--- config.mk ---
export PLATFORM = sky130hd
export DESIGN_NAME = tgce_ctrl
export DESIGN_NICKNAME = d
export VERILOG_FILES = /design/src/design/text_grid_cursor_editor_core_defines.svh /design/src/design/tgce_pkg.sv /design/src/design/tgce_ctrl.sv
export SDC_FILE = /design/constraint.sdc
export NUM_CORES = 1
export LEC_CHECK = 0
export ABC_AREA = 1
export ABC_CLOCK_PERIOD_IN_PS = 1300
export BUFFER_PORTS_ARGS = -buffer_cell sky130_fd_sc_hd__buf_2
export CAP_MARGIN = 20
export CORE_AREA = 2 2 39 41
export CTS_CLUSTER_DIAMETER = 150
export CTS_CLUSTER_SIZE = 10
export DETAILED_ROUTE_END_ITERATION = 10
export DIE_AREA = 0 0 41 43
export SYNTH_ARGS = -nofsm -noshare
export SYNTH_HDL_FRONTEND = slang
export SYNTH_SLANG_ARGS = --single-unit
--- constraint.sdc ---
create_clock -name clk_i -period 1.3 [get_ports clk_i]
set_input_delay 0.13 -clock clk_i [delete_from_list [all_inputs] [get_ports clk_i]]
set_output_delay 0.13 -clock clk_i [all_outputs]
set_load 0.02 [all_outputs]
--- src/design/text_grid_cursor_editor_core_defines.svh ---
// Assertion macros for the text grid cursor editor core.
// Included by the RTL files that carry checks; expects clk_i and rst_ni in scope.
`ifndef TEXT_GRID_CURSOR_EDITOR_CORE_DEFINES_SVH
`define TEXT_GRID_CURSOR_EDITOR_CORE_DEFINES_SVH
`ifndef SYNTHESIS
`define TGCE_ASSERT(name, prop) \
  name: assert property (@(posedge clk_i) disable iff (!rst_ni) (prop)) \
    else $error("tgce: property failed");
`define TGCE_NEVER(name, expr) \
  name: assert property (@(posedge clk_i) disable iff (!rst_ni) !(expr)) \
    else $error("tgce: forbidden condition seen");
`else
`define TGCE_ASSERT(name, prop)
`define TGCE_NEVER(name, expr)
`endif
`endif

--- src/design/tgce_pkg.sv ---
// Shared types and constants for the text grid cursor editor core.
// No dependencies; used by tgce_ctrl, tgce_dp and the top level.
`default_nettype none

package tgce_pkg;

  localparam int KIND_W     = 4;
  localparam int IN_CHAR_W  = 8;
  localparam int CHAR_W     = 7;
  localparam int ROW_OUT_W  = 5;
  localparam int COL_OUT_W  = 6;
  localparam int COLOR_W    = 3;
  localparam int BLINK_W    = 24;
  localparam int ROWS_CFG_W = 6;
  localparam int COLS_CFG_W = 7;
  localparam int APB_ADDR_W = 4;
  localparam int APB_DATA_W = 32;
  localparam int OUT_DATA_W = 40;

  localparam logic [CHAR_W-1:0]     SPACE_CH  = 7'h20;
  localparam logic [IN_CHAR_W-1:0]  PRINT_LO  = 8'h20;
  localparam logic [IN_CHAR_W-1:0]  PRINT_HI  = 8'h7E;
  localparam logic [IN_CHAR_W-1:0]  LOWER_LO  = 8'h61;
  localparam logic [IN_CHAR_W-1:0]  LOWER_HI  = 8'h7A;
  localparam logic [IN_CHAR_W-1:0]  CASE_FOLD = 8'h20;

  localparam logic [ROWS_CFG_W-1:0] RST_ROWS  = 6'd32;
  localparam logic [COLS_CFG_W-1:0] RST_COLS  = 7'd64;
  localparam logic [BLINK_W-1:0]    RST_BLINK = 24'd500;

  typedef enum logic [KIND_W-1:0] {
    KIND_TICK      = 4'd0,
    KIND_CHAR      = 4'd1,
    KIND_RETURN    = 4'd2,
    KIND_BACKSPACE = 4'd3,
    KIND_HOME      = 4'd4,
    KIND_END       = 4'd5,
    KIND_PGUP      = 4'd6,
    KIND_PGDN      = 4'd7,
    KIND_LEFT      = 4'd8,
    KIND_RIGHT     = 4'd9,
    KIND_UP        = 4'd10,
    KIND_DOWN      = 4'd11,
    KIND_CLEAR     = 4'd12,
    KIND_COLOR     = 4'd13,
    KIND_OTHER     = 4'd14
  } kind_e;

  typedef enum logic [1:0] {
    REG_ROWS  = 2'd0,
    REG_COLS  = 2'd1,
    REG_BLINK = 2'd2
  } reg_idx_e;

  // Datapath commands, one per cycle from the controller.
  typedef enum logic [2:0] {
    CMD_NONE,
    CMD_LATCH,
    CMD_EXEC,
    CMD_CLR,
    CMD_SCAN_CHK,
    CMD_BS_WR,
    CMD_FINISH
  } cmd_e;

  typedef struct packed {
    logic go_clear;
    logic go_scan;
    logic scan_more;
    logic bs_pending;
    logic clr_last;
    logic out_free;
  } status_t;

  // Result word, lowest field last.
  typedef struct packed {
    logic                 grid_cleared;
    logic [CHAR_W-1:0]    cell_char;
    logic [COL_OUT_W-1:0] cell_col;
    logic [ROW_OUT_W-1:0] cell_row;
    logic                 cell_written;
    logic [COLOR_W-1:0]   color_index;
    logic                 cursor_visible;
    logic [COL_OUT_W-1:0] cursor_col;
    logic [ROW_OUT_W-1:0] cursor_row;
  } out_t;

endpackage

`default_nettype wire

--- src/design/tgce_ctrl.sv ---
// Sequencer for the text grid cursor editor: issues one datapath command a cycle.
// Depends on tgce_pkg (cmd_e, status_t).
`default_nettype none

module tgce_ctrl (
  input  wire logic              clk_i,
  input  wire logic              rst_ni,
  input  wire logic              in_valid_i,
  output logic                   in_ready_o,
  input  wire tgce_pkg::status_t status_i,
  output tgce_pkg::cmd_e         cmd_o
);

  typedef enum logic [2:0] {
    ST_INIT,
    ST_IDLE,
    ST_EXEC,
    ST_CLR,
    ST_SCAN_RD,
    ST_SCAN_CHK,
    ST_BS_WR,
    ST_FINISH
  } state_e;

  state_e state_q;

  assign in_ready_o = (state_q == ST_IDLE);

  always_comb begin
    case (state_q)
      ST_INIT:     cmd_o = tgce_pkg::CMD_CLR;
      ST_IDLE:     cmd_o = in_valid_i ? tgce_pkg::CMD_LATCH : tgce_pkg::CMD_NONE;
      ST_EXEC:     cmd_o = tgce_pkg::CMD_EXEC;
      ST_CLR:      cmd_o = tgce_pkg::CMD_CLR;
      ST_SCAN_RD:  cmd_o = tgce_pkg::CMD_NONE;
      ST_SCAN_CHK: cmd_o = tgce_pkg::CMD_SCAN_CHK;
      ST_BS_WR:    cmd_o = tgce_pkg::CMD_BS_WR;
      ST_FINISH:   cmd_o = status_i.out_free ? tgce_pkg::CMD_FINISH : tgce_pkg::CMD_NONE;
      default:     cmd_o = tgce_pkg::CMD_NONE;
    endcase
  end

  always_ff @(posedge clk_i or negedge rst_ni) begin
    if (!rst_ni) begin
      state_q <= ST_INIT;
    end else begin
      case (state_q)
        ST_INIT: begin
          if (status_i.clr_last) state_q <= ST_IDLE;
        end
        ST_IDLE: begin
          if (in_valid_i) state_q <= ST_EXEC;
        end
        ST_EXEC: begin
          if (status_i.go_clear) state_q <= ST_CLR;
          else if (status_i.go_scan) state_q <= ST_SCAN_RD;
          else state_q <= ST_FINISH;
        end
        ST_CLR: begin
          if (status_i.clr_last) state_q <= ST_FINISH;
        end
        ST_SCAN_RD: begin
          state_q <= ST_SCAN_CHK;
        end
        ST_SCAN_CHK: begin
          if (status_i.scan_more) state_q <= ST_SCAN_RD;
          else if (status_i.bs_pending) state_q <= ST_BS_WR;
          else state_q <= ST_FINISH;
        end
        ST_BS_WR: begin
          state_q <= ST_FINISH;
        end
        ST_FINISH: begin
          if (status_i.out_free) state_q <= ST_IDLE;
        end
        default: begin
          state_q <= ST_IDLE;
        end
      endcase
    end
  end

endmodule

`default_nettype wire

==> flow_summary.yaml, run 1 <==
status:
  run_status: "completed"
placed_design:
  port_buffers: 12
  instance_count_after_placement_with_tap_cells_included: 84
  finalWeightedCongestion: 0.7232
  place_hpwl_um: 559.2
final_layout:
  layout_area_overhead_pct: 62.69
  largest_reg_flops: 3
  layout.cells.non_filler: 96
  layout.cells.most_common: "sky130_fd_sc_hd__nand2_1"
  n_fill_cell: 154
  fraction_of_layout_cells_with_a_size_suffix_above_1_pct: 51.25
  largest_register: "state_q"
  reg.largest.list: "state_q (3)"
  final_net_count: 90
  mostFrequentLayoutCells: "17 x sky130_fd_sc_hd__nand2_1, 11 x sky130_fd_sc_hd__buf_4, 8 x sky130_fd_sc_hd__buf_2, 7 x sky130_fd_sc_hd__inv_1, 6 x sky130_fd_sc_hd__nand2_2"
  insertedDiodeCount: 0
synth:
  synth.lib_cells_used.distinct: 13
  synth_top_cell_by_area: "sky130_fd_sc_hd__dfrtp_1"
  post_synthesis_cell_count: 56
  proportion_of_synthesized_chip_area_in_sequential_cells_pct: 23.08
  syn_area_um2: 325.3
  yosysWarnings: 0
  proportion_of_netlist_area_held_by_the_largest_area_contributor_pct: 23.08
  synthesis.area_per_instance_um2: 5.809
  synth-seq-cells: 3
  synth_nets: 65
  ys_top_cells_by_area: "sky130_fd_sc_hd__dfrtp_1 23%, sky130_fd_sc_hd__nand2_1 21%, sky130_fd_sc_hd__nand2_2 12%"
floorplan:
  num_io_pins: 13
  fp.coreArea_um2: 1384
  floorplan.initialDensity_pct: 23.51
  die_height_um: 43
  dieWidth_um: 41
  rows: 14
  die_area_um2: 1763
drt:
  drtAntennaViolNets: 0
  detail_route.wl_per_cell_um: 8.365
  routed_via_density: 4.198
  drt_wl_total_um: 803
  drc_errors: 0
  first_iter_violations: 5
  detailedRoute.firstPassIterationCount: 4
  routed-via-count: 403
hold_path:
  hold_path_class: "in -> async"
clock_network:
  clock_tree.htree_level_count: 1
  tritoncts: "built"
  cts.sinks: 3
  clockBufferDepth: 2
  worst_skew_pair.late_latency_ps: 230
  clock_tree.root_cell: "sky130_fd_sc_hd__clkbuf_4"
  cts-buffers-inserted: 3
  clkTransAtPathRegs_ps: 40
timing:
  final-hold-violation-count: 0
  post-route-min-period_ps: 1286
  setup_violations: 0
  final_max_slew_viol_count: 0
  period_share_pct: 98.93
  maxClockFrequency_ghz: 0.7776
  setup_total_negative_slack_ps: 0
  worst-slew-pin-transition_ps: 168.7
  unrepaired_setup_endpoints_after_global_routing: "true"
  skew_ps: 3.049
  relSlewSlack_pct: 88.64
worst_setup_path:
  reg2reg_depth: 7
  worst_setup_path_end_kind: "output pin"
  worst-path-max-fanout: 6
  critical_path_arrival_ps: 1160
  timing.rr.start: "state_q[1]"
  cp-startpoint: "state_q[0]"
  setup.reg_to_reg.worst_slack_ps: 140
  critical_path.startpoint_type: "flip-flop"
  required_time_at_the_worst_slack_endpoint_ps: 1170
  crit_type: "reg -> out"
global_route:
  grt_antenna_before_repair: 0
  grt.total_usage_pct: 10.28
  largest_net_degree_at_the_start_of_global_routing: 7
  vias_in_the_first_global_route: 356
  grt_first_pass_wirelength_mm: 1.311
  grt.overflow.total: 0
pwr:
  power.total_mw: 1.545
  power_leakage_nw: 0.2998
  power_per_cell_area_nw_per_um2: 2918
  irDropWorstVdd_uv: 696.8
job:
  cap_violations: 0
==> synthesized netlist by cell type <==
cell and n:
sky130_fd_sc_hd__a21oi_1 3, sky130_fd_sc_hd__a21oi_2 1, sky130_fd_sc_hd__dfrtp_1 3, sky130_fd_sc_hd__inv_1 7
sky130_fd_sc_hd__inv_2 4, sky130_fd_sc_hd__nand2_1 18, sky130_fd_sc_hd__nand2_2 6, sky130_fd_sc_hd__nand2_4 1
sky130_fd_sc_hd__nand3_1 4, sky130_fd_sc_hd__nor2_1 4, sky130_fd_sc_hd__nor2_4 1, sky130_fd_sc_hd__o211ai_1 1
sky130_fd_sc_hd__o21ai_0 3
==> critical path, stage by stage (launching register included) <==
cell                      delay [ps]
sky130_fd_sc_hd__dfrtp_2         450
sky130_fd_sc_hd__nand3_1         120
sky130_fd_sc_hd__nand2_2          80
sky130_fd_sc_hd__a21oi_1         120
sky130_fd_sc_hd__buf_4           150
==> cells by family (layout without fill, tap and decap cells) <==
logic type / Yosys count / in the layout / synth area share (%)
flops: 3 / 3 / 23.08
buf+inv: 11 / 35 / 12.69
compound gates: 8 / 8 / 14.23
simple gates: 34 / 34 / 50.00
==> routing by layer <==
layer | global-route usage (%) | vias up | part of all wire, %
met3 | 0 | 2 | 5.2
li1 | - | 221 | -
met2 | 16.25 | 11 | 45
met1 | 14.33 | 169 | 48
met4 | 4.000 | 0 | 1.0
met5 | 0 | - | 0
==> power by group <==
part	total [mW]	switching (mW)	internal, mW
Sequential	0.248	0.0914	0.157
Combinational	1.13	0.636	0.495
Clock	0.165	0.0500	0.115
==> cell type report <==
| cell class | instances | area (um2) | area share, % |
|---|---|---|---|
| Sequential cell | 3 | 78.83 | 14.89 |
| Clock buffer | 4 | 26.28 | 4.965 |
| Multi-Input combinational cell | 42 | 227.7 | 43.03 |
| Inverter | 11 | 43.79 | 8.274 |
| Timing Repair Buffer | 20 | 132.6 | 25.06 |
| Tap cell | 16 | 20.02 | 3.783 |
==> worst paths after layout <==
kind / end
max: cmd_o[2]
min: state_q[0]
max reg2reg: state_q[1]
min reg2reg: state_q[2]
max in group asynchronous: state_q[1]
min in group clk_i: state_q[0]
==> metrics by stage <==
stage          area [um2]  hold WS (ps)  utilization (%)  worst slack [ps]
6_report            529.3         214.9            38.25             13.92
5_1_grt             529.3         242.8            38.25            -27.79
4_1_cts             506.7         227.2            36.62            -1.664
3_5_place_dp        405.4        -73.06            29.29             141.2
3_3_place_gp        405.4        -72.80            29.29             142.1
2_1_floorplan       325.3        -165.6                -             187.8
==> what timing repair did <==
action | 4_1_cts | 5_1_grt
hold endpoints to repair | 3 | 0
hold buffers | 1 | 0
pin swaps | 0 | 1
gates resized for setup | 10 | 4
setup buffers | 5 | 2
endpoints found under the setup margin | 3 | 4
No activity file was read; power rests on OpenSTA's default activity.
==> run 2: changes to the inputs <==
PLACE_DENSITY_LB_ADDON = 0.12   (was unset)
RECOVER_POWER = 25   (was unset)
==> flow_summary.yaml, run 2 (synthesis gave the netlist of run 1 again) <==
worst_setup_path:
  reg2reg_depth: 8
  worst-path-max-fanout: 5
  required_time_at_the_worst_slack_endpoint_ps: 1170
  crit_type: "reg -> out"
  critical_path.startpoint_type: "flip-flop"
  critical_path_arrival_ps: 1170
  worst_setup_path_end_kind: "output pin"
timing:
  worst-slew-pin-transition_ps: 227.7
  setup_violations: 0
  final_max_slew_viol_count: 0
  skew_ps: 4.792
  final-hold-violation-count: 0
  period_share_pct: 99.81
  maxClockFrequency_ghz: 0.7707
  post-route-min-period_ps: 1298
  unrepaired_setup_endpoints_after_global_routing: "true"
  setup_ws_ps: 2.431
  relSlewSlack_pct: 84.82
  setup_total_negative_slack_ps: 0
placed_design:
  port_buffers: 12
  pre_cts_slack_ps: 118.3
  place_hpwl_um: 634.4
  finalWeightedCongestion: 0.7386
  instance_count_after_placement_with_tap_cells_included: 84
final_layout:
  layout_area_overhead_pct: 70.38
  largest_reg_flops: 3
  layout.cells.most_common: "sky130_fd_sc_hd__nand2_1"
  largest_register: "state_q"
  n_fill_cell: 156
  finish.utilization_pct: 40.05
  layout.cells.non_filler: 97
  insertedDiodeCount: 0
  reg.largest.list: "state_q (3)"
  final_net_count: 91
  mostFrequentLayoutCells: "17 x sky130_fd_sc_hd__nand2_1, 11 x sky130_fd_sc_hd__buf_4, 7 x sky130_fd_sc_hd__inv_1, 7 x sky130_fd_sc_hd__buf_2, 6 x sky130_fd_sc_hd__nand2_2"
  fraction_of_layout_cells_with_a_size_suffix_above_1_pct: 53.09
global_route:
  largest_net_degree_at_the_start_of_global_routing: 9
  vias_in_the_first_global_route: 373
  grt_antenna_before_repair: 0
  grt.overflow.total: 0
  grt.total_usage_pct: 12.05
  grt_first_pass_wirelength_mm: 1.483
drt:
  routed-via-count: 424
  detailroute.wirelength.met3_um: 42
  routed_via_density: 4.371
  drc_errors: 0
  drtAntennaViolNets: 0
  wirelength_met1_um: 414
  detail_route.wl_per_cell_um: 8.918
  first_iter_violations: 7
  detailedRoute.firstPassIterationCount: 4
  drt_wl_total_um: 865
  top_signal_layer_used: "met3"
  routed-wl-met2_um: 407
clock_network:
  clkTransAtPathRegs_ps: 40
  clockBufferDepth: 2
  clock_tree.root_cell: "sky130_fd_sc_hd__clkbuf_4"
  clock_tree.htree_level_count: 1
  cts.sinks: 3
  cts-buffers-inserted: 3
  tritoncts: "built"
  worst_skew_pair.late_latency_ps: 230
floorplan:
  rows: 14
  dieWidth_um: 41
  die_height_um: 43
  die_area_um2: 1763
  fp.coreArea_um2: 1384
  floorplan.initialDensity_pct: 23.51
  num_io_pins: 13
job:
  cap_violations: 0
pwr:
  power_per_cell_area_nw_per_um2: 2914
  irDropWorstVdd_uv: 1024
  power_leakage_nw: 0.3037
hold_path:
  hold_path_class: "in -> async"
status:
  run_status: "completed"
[run 2: changes by cell type in the layout (fill, tap and decap cells not counted)]
cell / delta
sky130_fd_sc_hd__inv_2: -2
sky130_fd_sc_hd__inv_4: +2
sky130_fd_sc_hd__nand3_1: -2
sky130_fd_sc_hd__nand3_2: +2
sky130_fd_sc_hd__buf_2: -1
sky130_fd_sc_hd__buf_6: +1
sky130_fd_sc_hd__clkbuf_1: +1
[run 2: power by group]
group          internal (mW)  total [mW]  leakage (nW)  switching [mW]
Combinational          0.535        1.16         0.256           0.629
Sequential             0.157       0.293        0.0326           0.136
Clock                  0.115       0.159        0.0150          0.0439
[run 2: layer usage]
layer / up-vias / global-route usage, %
met2: 11 / 16.88
met1: 189 / 17.36
met4: 0 / 2.000
met3: 0 / 4.712
li1: 224 / -
met5: - / 0
[run 2: layout make-up]
class                           instances  area (um2)  share of cell area (%)
Clock buffer                            4       26.28                   4.740
Sequential cell                         3       78.83                   14.22
Tap cell                               16       20.02                   3.612
Timing Repair Buffer                   21       142.6                   25.73
Inverter                               11       48.80                   8.804
Multi-Input combinational cell         42       237.7                   42.89
[run 2: stage by stage]
stage          cell area [um2]  power, mW  hold WS (ps)
2_1_floorplan            325.3     0.8841        -165.6
3_3_place_gp             405.4      1.112        -70.70
3_5_place_dp             405.4      1.094        -69.51
4_1_cts                  478.0      1.372         225.1
5_1_grt                  554.3      1.782         268.9
6_report                 554.3      1.615         241.6
[run 2: path summary, 6_finish.rpt]
kind / start / to / slack, ps
max: state_q[1] / cmd_o[0] / 2
min: rst_ni / state_q[1] / 240
max reg2reg: state_q[0] / state_q[0] / 110
min reg2reg: state_q[2] / state_q[2] / 660
max in group asynchronous: rst_ni / state_q[0] / 880
min in group clk_i: status_i[2] / state_q[0] / 280
[run 2: worst max-delay path, stage by stage, from the launching register on]
cell and delay (ps):
sky130_fd_sc_hd__dfrtp_2 460, sky130_fd_sc_hd__inv_4 100, sky130_fd_sc_hd__nand3_2 60, sky130_fd_sc_hd__nand2_2 100, sky130_fd_sc_hd__a21oi_1 60, sky130_fd_sc_hd__buf_4 150
[run 2: what timing repair did]
| action | in CTS | in global routing |
|---|---|---|
| endpoints found under the hold margin | 3 | 0 |
| hold buffers | 1 | 0 |
| pin swaps | 0 | 2 |
| setup endpoints to repair | 3 | 3 |
| resized for setup | 7 | 12 |
| setup buffers | 3 | 5 |
==> run 3: changes to the inputs <==
ABC_AREA = unset   (was 1)
==> flow_summary.yaml, run 3 <==
final_layout:
  reg.largest.list: "state_q (3)"
  finish.utilization_pct: 30.65
  largest_register: "state_q"
  insertedDiodeCount: 0
  mostFrequentLayoutCells: "9 x sky130_fd_sc_hd__buf_4, 8 x sky130_fd_sc_hd__buf_2, 5 x sky130_fd_sc_hd__a21oi_1, 5 x sky130_fd_sc_hd__nor2_1"
  largest_reg_flops: 3
  fraction_of_layout_cells_with_a_size_suffix_above_1_pct: 45.45
  layout.cells.non_filler: 71
  layout_area_overhead_pct: 56.22
  layout.cells.most_common: "sky130_fd_sc_hd__buf_4"
  final_net_count: 65
synth:
  yosysWarnings: 0
  post_synthesis_cell_count: 35
  ys_top_cells_by_area: "sky130_fd_sc_hd__dfrtp_1 28%, sky130_fd_sc_hd__a21oi_1 9.2%, sky130_fd_sc_hd__nand2b_1 6.9%"
  proportion_of_netlist_area_held_by_the_largest_area_contributor_pct: 27.65
  synth.top_cells.by_count: "5 x sky130_fd_sc_hd__a21oi_1, 5 x sky130_fd_sc_hd__nor2_1, 3 x sky130_fd_sc_hd__dfrtp_1, 3 x sky130_fd_sc_hd__nand2b_1, 3 x sky130_fd_sc_hd__o21ai_0"
  synthesis.area_per_instance_um2: 7.757
  synth.lib_cells_used.distinct: 21
  proportion_of_synthesized_chip_area_in_sequential_cells_pct: 27.65
  synth-seq-cells: 3
  syn_area_um2: 271.5
  synth_top_cell_by_area: "sky130_fd_sc_hd__dfrtp_1"
  synth_edf_count: 0
  synth-main-ff-cell: "sky130_fd_sc_hd__dfrtp_1"
  async_flop_share_pct: 100.0
  synth_nets: 44
job:
  cap_violations: 0
floorplan:
  dieWidth_um: 41
  floorplan.initialDensity_pct: 19.62
  die_area_um2: 1763
  rows: 14
  fp.coreArea_um2: 1384
  num_io_pins: 13
  die_height_um: 43
status:
  run_status: "completed"
timing:
  worst-slew-pin-transition_ps: 195.3
  unrepaired_setup_endpoints_after_global_routing: "true"
  setup_ws_ps: 18.41
  skew_ps: 1.318
  setup_total_negative_slack_ps: 0
  maxClockFrequency_ghz: 0.7803
  final_max_slew_viol_count: 0
  final-hold-violation-count: 0
  post-route-min-period_ps: 1282
  period_share_pct: 98.58
  relSlewSlack_pct: 86.90
  setup_violations: 0
worst_setup_path:
  worst_setup_path_end_kind: "output pin"
  r2r_end: "state_q[1]"
  timing.rr.start: "state_q[0]"
  critical_path_arrival_ps: 1150
  required_time_at_the_worst_slack_endpoint_ps: 1170
  setup.reg_to_reg.worst_slack_ps: 90
  worst-path-max-fanout: 8
  crit_type: "reg -> out"
  critical_path.startpoint_type: "flip-flop"
  reg2reg_depth: 4
drt:
  routed_via_density: 4.408
  drt_wl_total_um: 738
  routed-via-count: 313
  drc_errors: 0
  top_signal_layer_used: "met3"
  wirelength_met1_um: 309
  routed-wl-met2_um: 400
  first_iter_violations: 1
  drtAntennaViolNets: 0
  detailedRoute.firstPassIterationCount: 2
  detailroute.wirelength.met3_um: 28
  detail_route.wl_per_cell_um: 10.39
clock_network:
  tritoncts: "built"
  cts-buffers-inserted: 3
  clock_tree.htree_level_count: 1
  clockBufferDepth: 2
  clock_tree.root_cell: "sky130_fd_sc_hd__clkbuf_4"
  clkTransAtPathRegs_ps: 40
  worst_skew_pair.late_latency_ps: 230
  cts.sinks: 3
pwr:
  irDropWorstVdd_uv: 972.6
  power_leakage_nw: 0.1881
  power.total_mw: 1.045
  power_per_cell_area_nw_per_um2: 2465
global_route:
  vias_in_the_first_global_route: 326
  grt_antenna_before_repair: 0
  largest_net_degree_at_the_start_of_global_routing: 9
  grt.overflow.total: 0
  grt_first_pass_wirelength_mm: 1.276
  grt.total_usage_pct: 10.97
placed_design:
  instance_count_after_placement_with_tap_cells_included: 61
  port_buffers: 12
  pre_cts_slack_ps: 102.6
  finalWeightedCongestion: 0.6102
  place_hpwl_um: 446.2
hold_path:
  hold_path_class: "in -> async"
run 3: changes by cell type in the layout (fill, tap and decap cells not counted), moves of 2 or more:
cell,before,now
sky130_fd_sc_hd__nand2b_1,0,3
sky130_fd_sc_hd__a21oi_2,2,0
sky130_fd_sc_hd__nor2_4,2,0
sky130_fd_sc_hd__inv_4,3,0
sky130_fd_sc_hd__a21oi_1,2,5
sky130_fd_sc_hd__nor2_1,3,5
sky130_fd_sc_hd__buf_4,11,9
sky130_fd_sc_hd__nand3_2,2,0
sky130_fd_sc_hd__nand2_2,6,0
sky130_fd_sc_hd__nand2_1,17,1
sky130_fd_sc_hd__nand2_4,2,0
sky130_fd_sc_hd__inv_1,7,1
run 3: how the worst max path moves through the flow:
stage | start | endpoint | slack, ps | cells past startpoint
6_report | state_q[0] | cmd_o[0] | 20 | 4
5_1_grt | state_q[0] | cmd_o[1] | -50 | 3
4_1_cts | state_q[2] | cmd_o[1] | 7 | 3
3_5_place_dp | state_q[1] | cmd_o[1] | 100 | 3
3_3_place_gp | state_q[1] | cmd_o[1] | 120 | 3
2_1_floorplan | state_q[2] | cmd_o[1] | 100 | 2
run 3: power by group:
part	switching [mW]	internal [mW]	total, mW	leakage (nW)
clock network	0.0463	0.115	0.161	0.0150
logic	0.330	0.336	0.666	0.143
registers	0.0727	0.146	0.219	0.0299
run 3: through the flow:
stage / hold WS [ps] / instance area [um2]
finish: 229.1 / 424.2
global route: 234.8 / 424.2
CTS: 207.2 / 409.1
detailed placement: -73.29 / 335.3
global placement: -72.41 / 335.3
floorplan: -165.6 / 271.5
run 3: timing repair:
item / CTS / global route
buffers inserted: 5 / 0
setup endpoints to repair: 4 / 5
endpoints found under the hold margin: 3 / 0
gates resized for setup: 3 / 8
pin swaps: 0 / 1
hold buffers: 1 / 0
run 3: worst max-delay path, stage by stage, from the launching register on:
cell and delay, ps:
sky130_fd_sc_hd__dfrtp_2 440, sky130_fd_sc_hd__nand2b_1 150, sky130_fd_sc_hd__mux2i_1 120, sky130_fd_sc_hd__a21oi_1 50
sky130_fd_sc_hd__buf_4 150
run 3: cell families after synthesis:
| group | Yosys count | synth area share [%] |
|---|---|---|
| AND/OR/NAND/NOR | 13 | 24.89 |
| multiplexers | 1 | 3.687 |
| AO/OA/AOI/OAI | 14 | 33.64 |
| buffers and inverters | 4 | 10.14 |
| flip-flops | 3 | 27.65 |
run 3: final cells by class:
class | instances | area, um2
Inverter | 1 | 3.754
Sequential cell | 3 | 78.83
Fill cell | 153 | 959.7
Tap cell | 16 | 20.02
Clock buffer | 4 | 26.28
Multi-Input combinational cell | 28 | 173.9
Timing Repair Buffer | 19 | 121.4
run 3: per-layer routing:
metal,vias to the layer above,track usage [%]
met5,-,0
li1,167,-
met3,0,3.141
met2,5,17.50
met4,0,8.000
met1,141,11.33
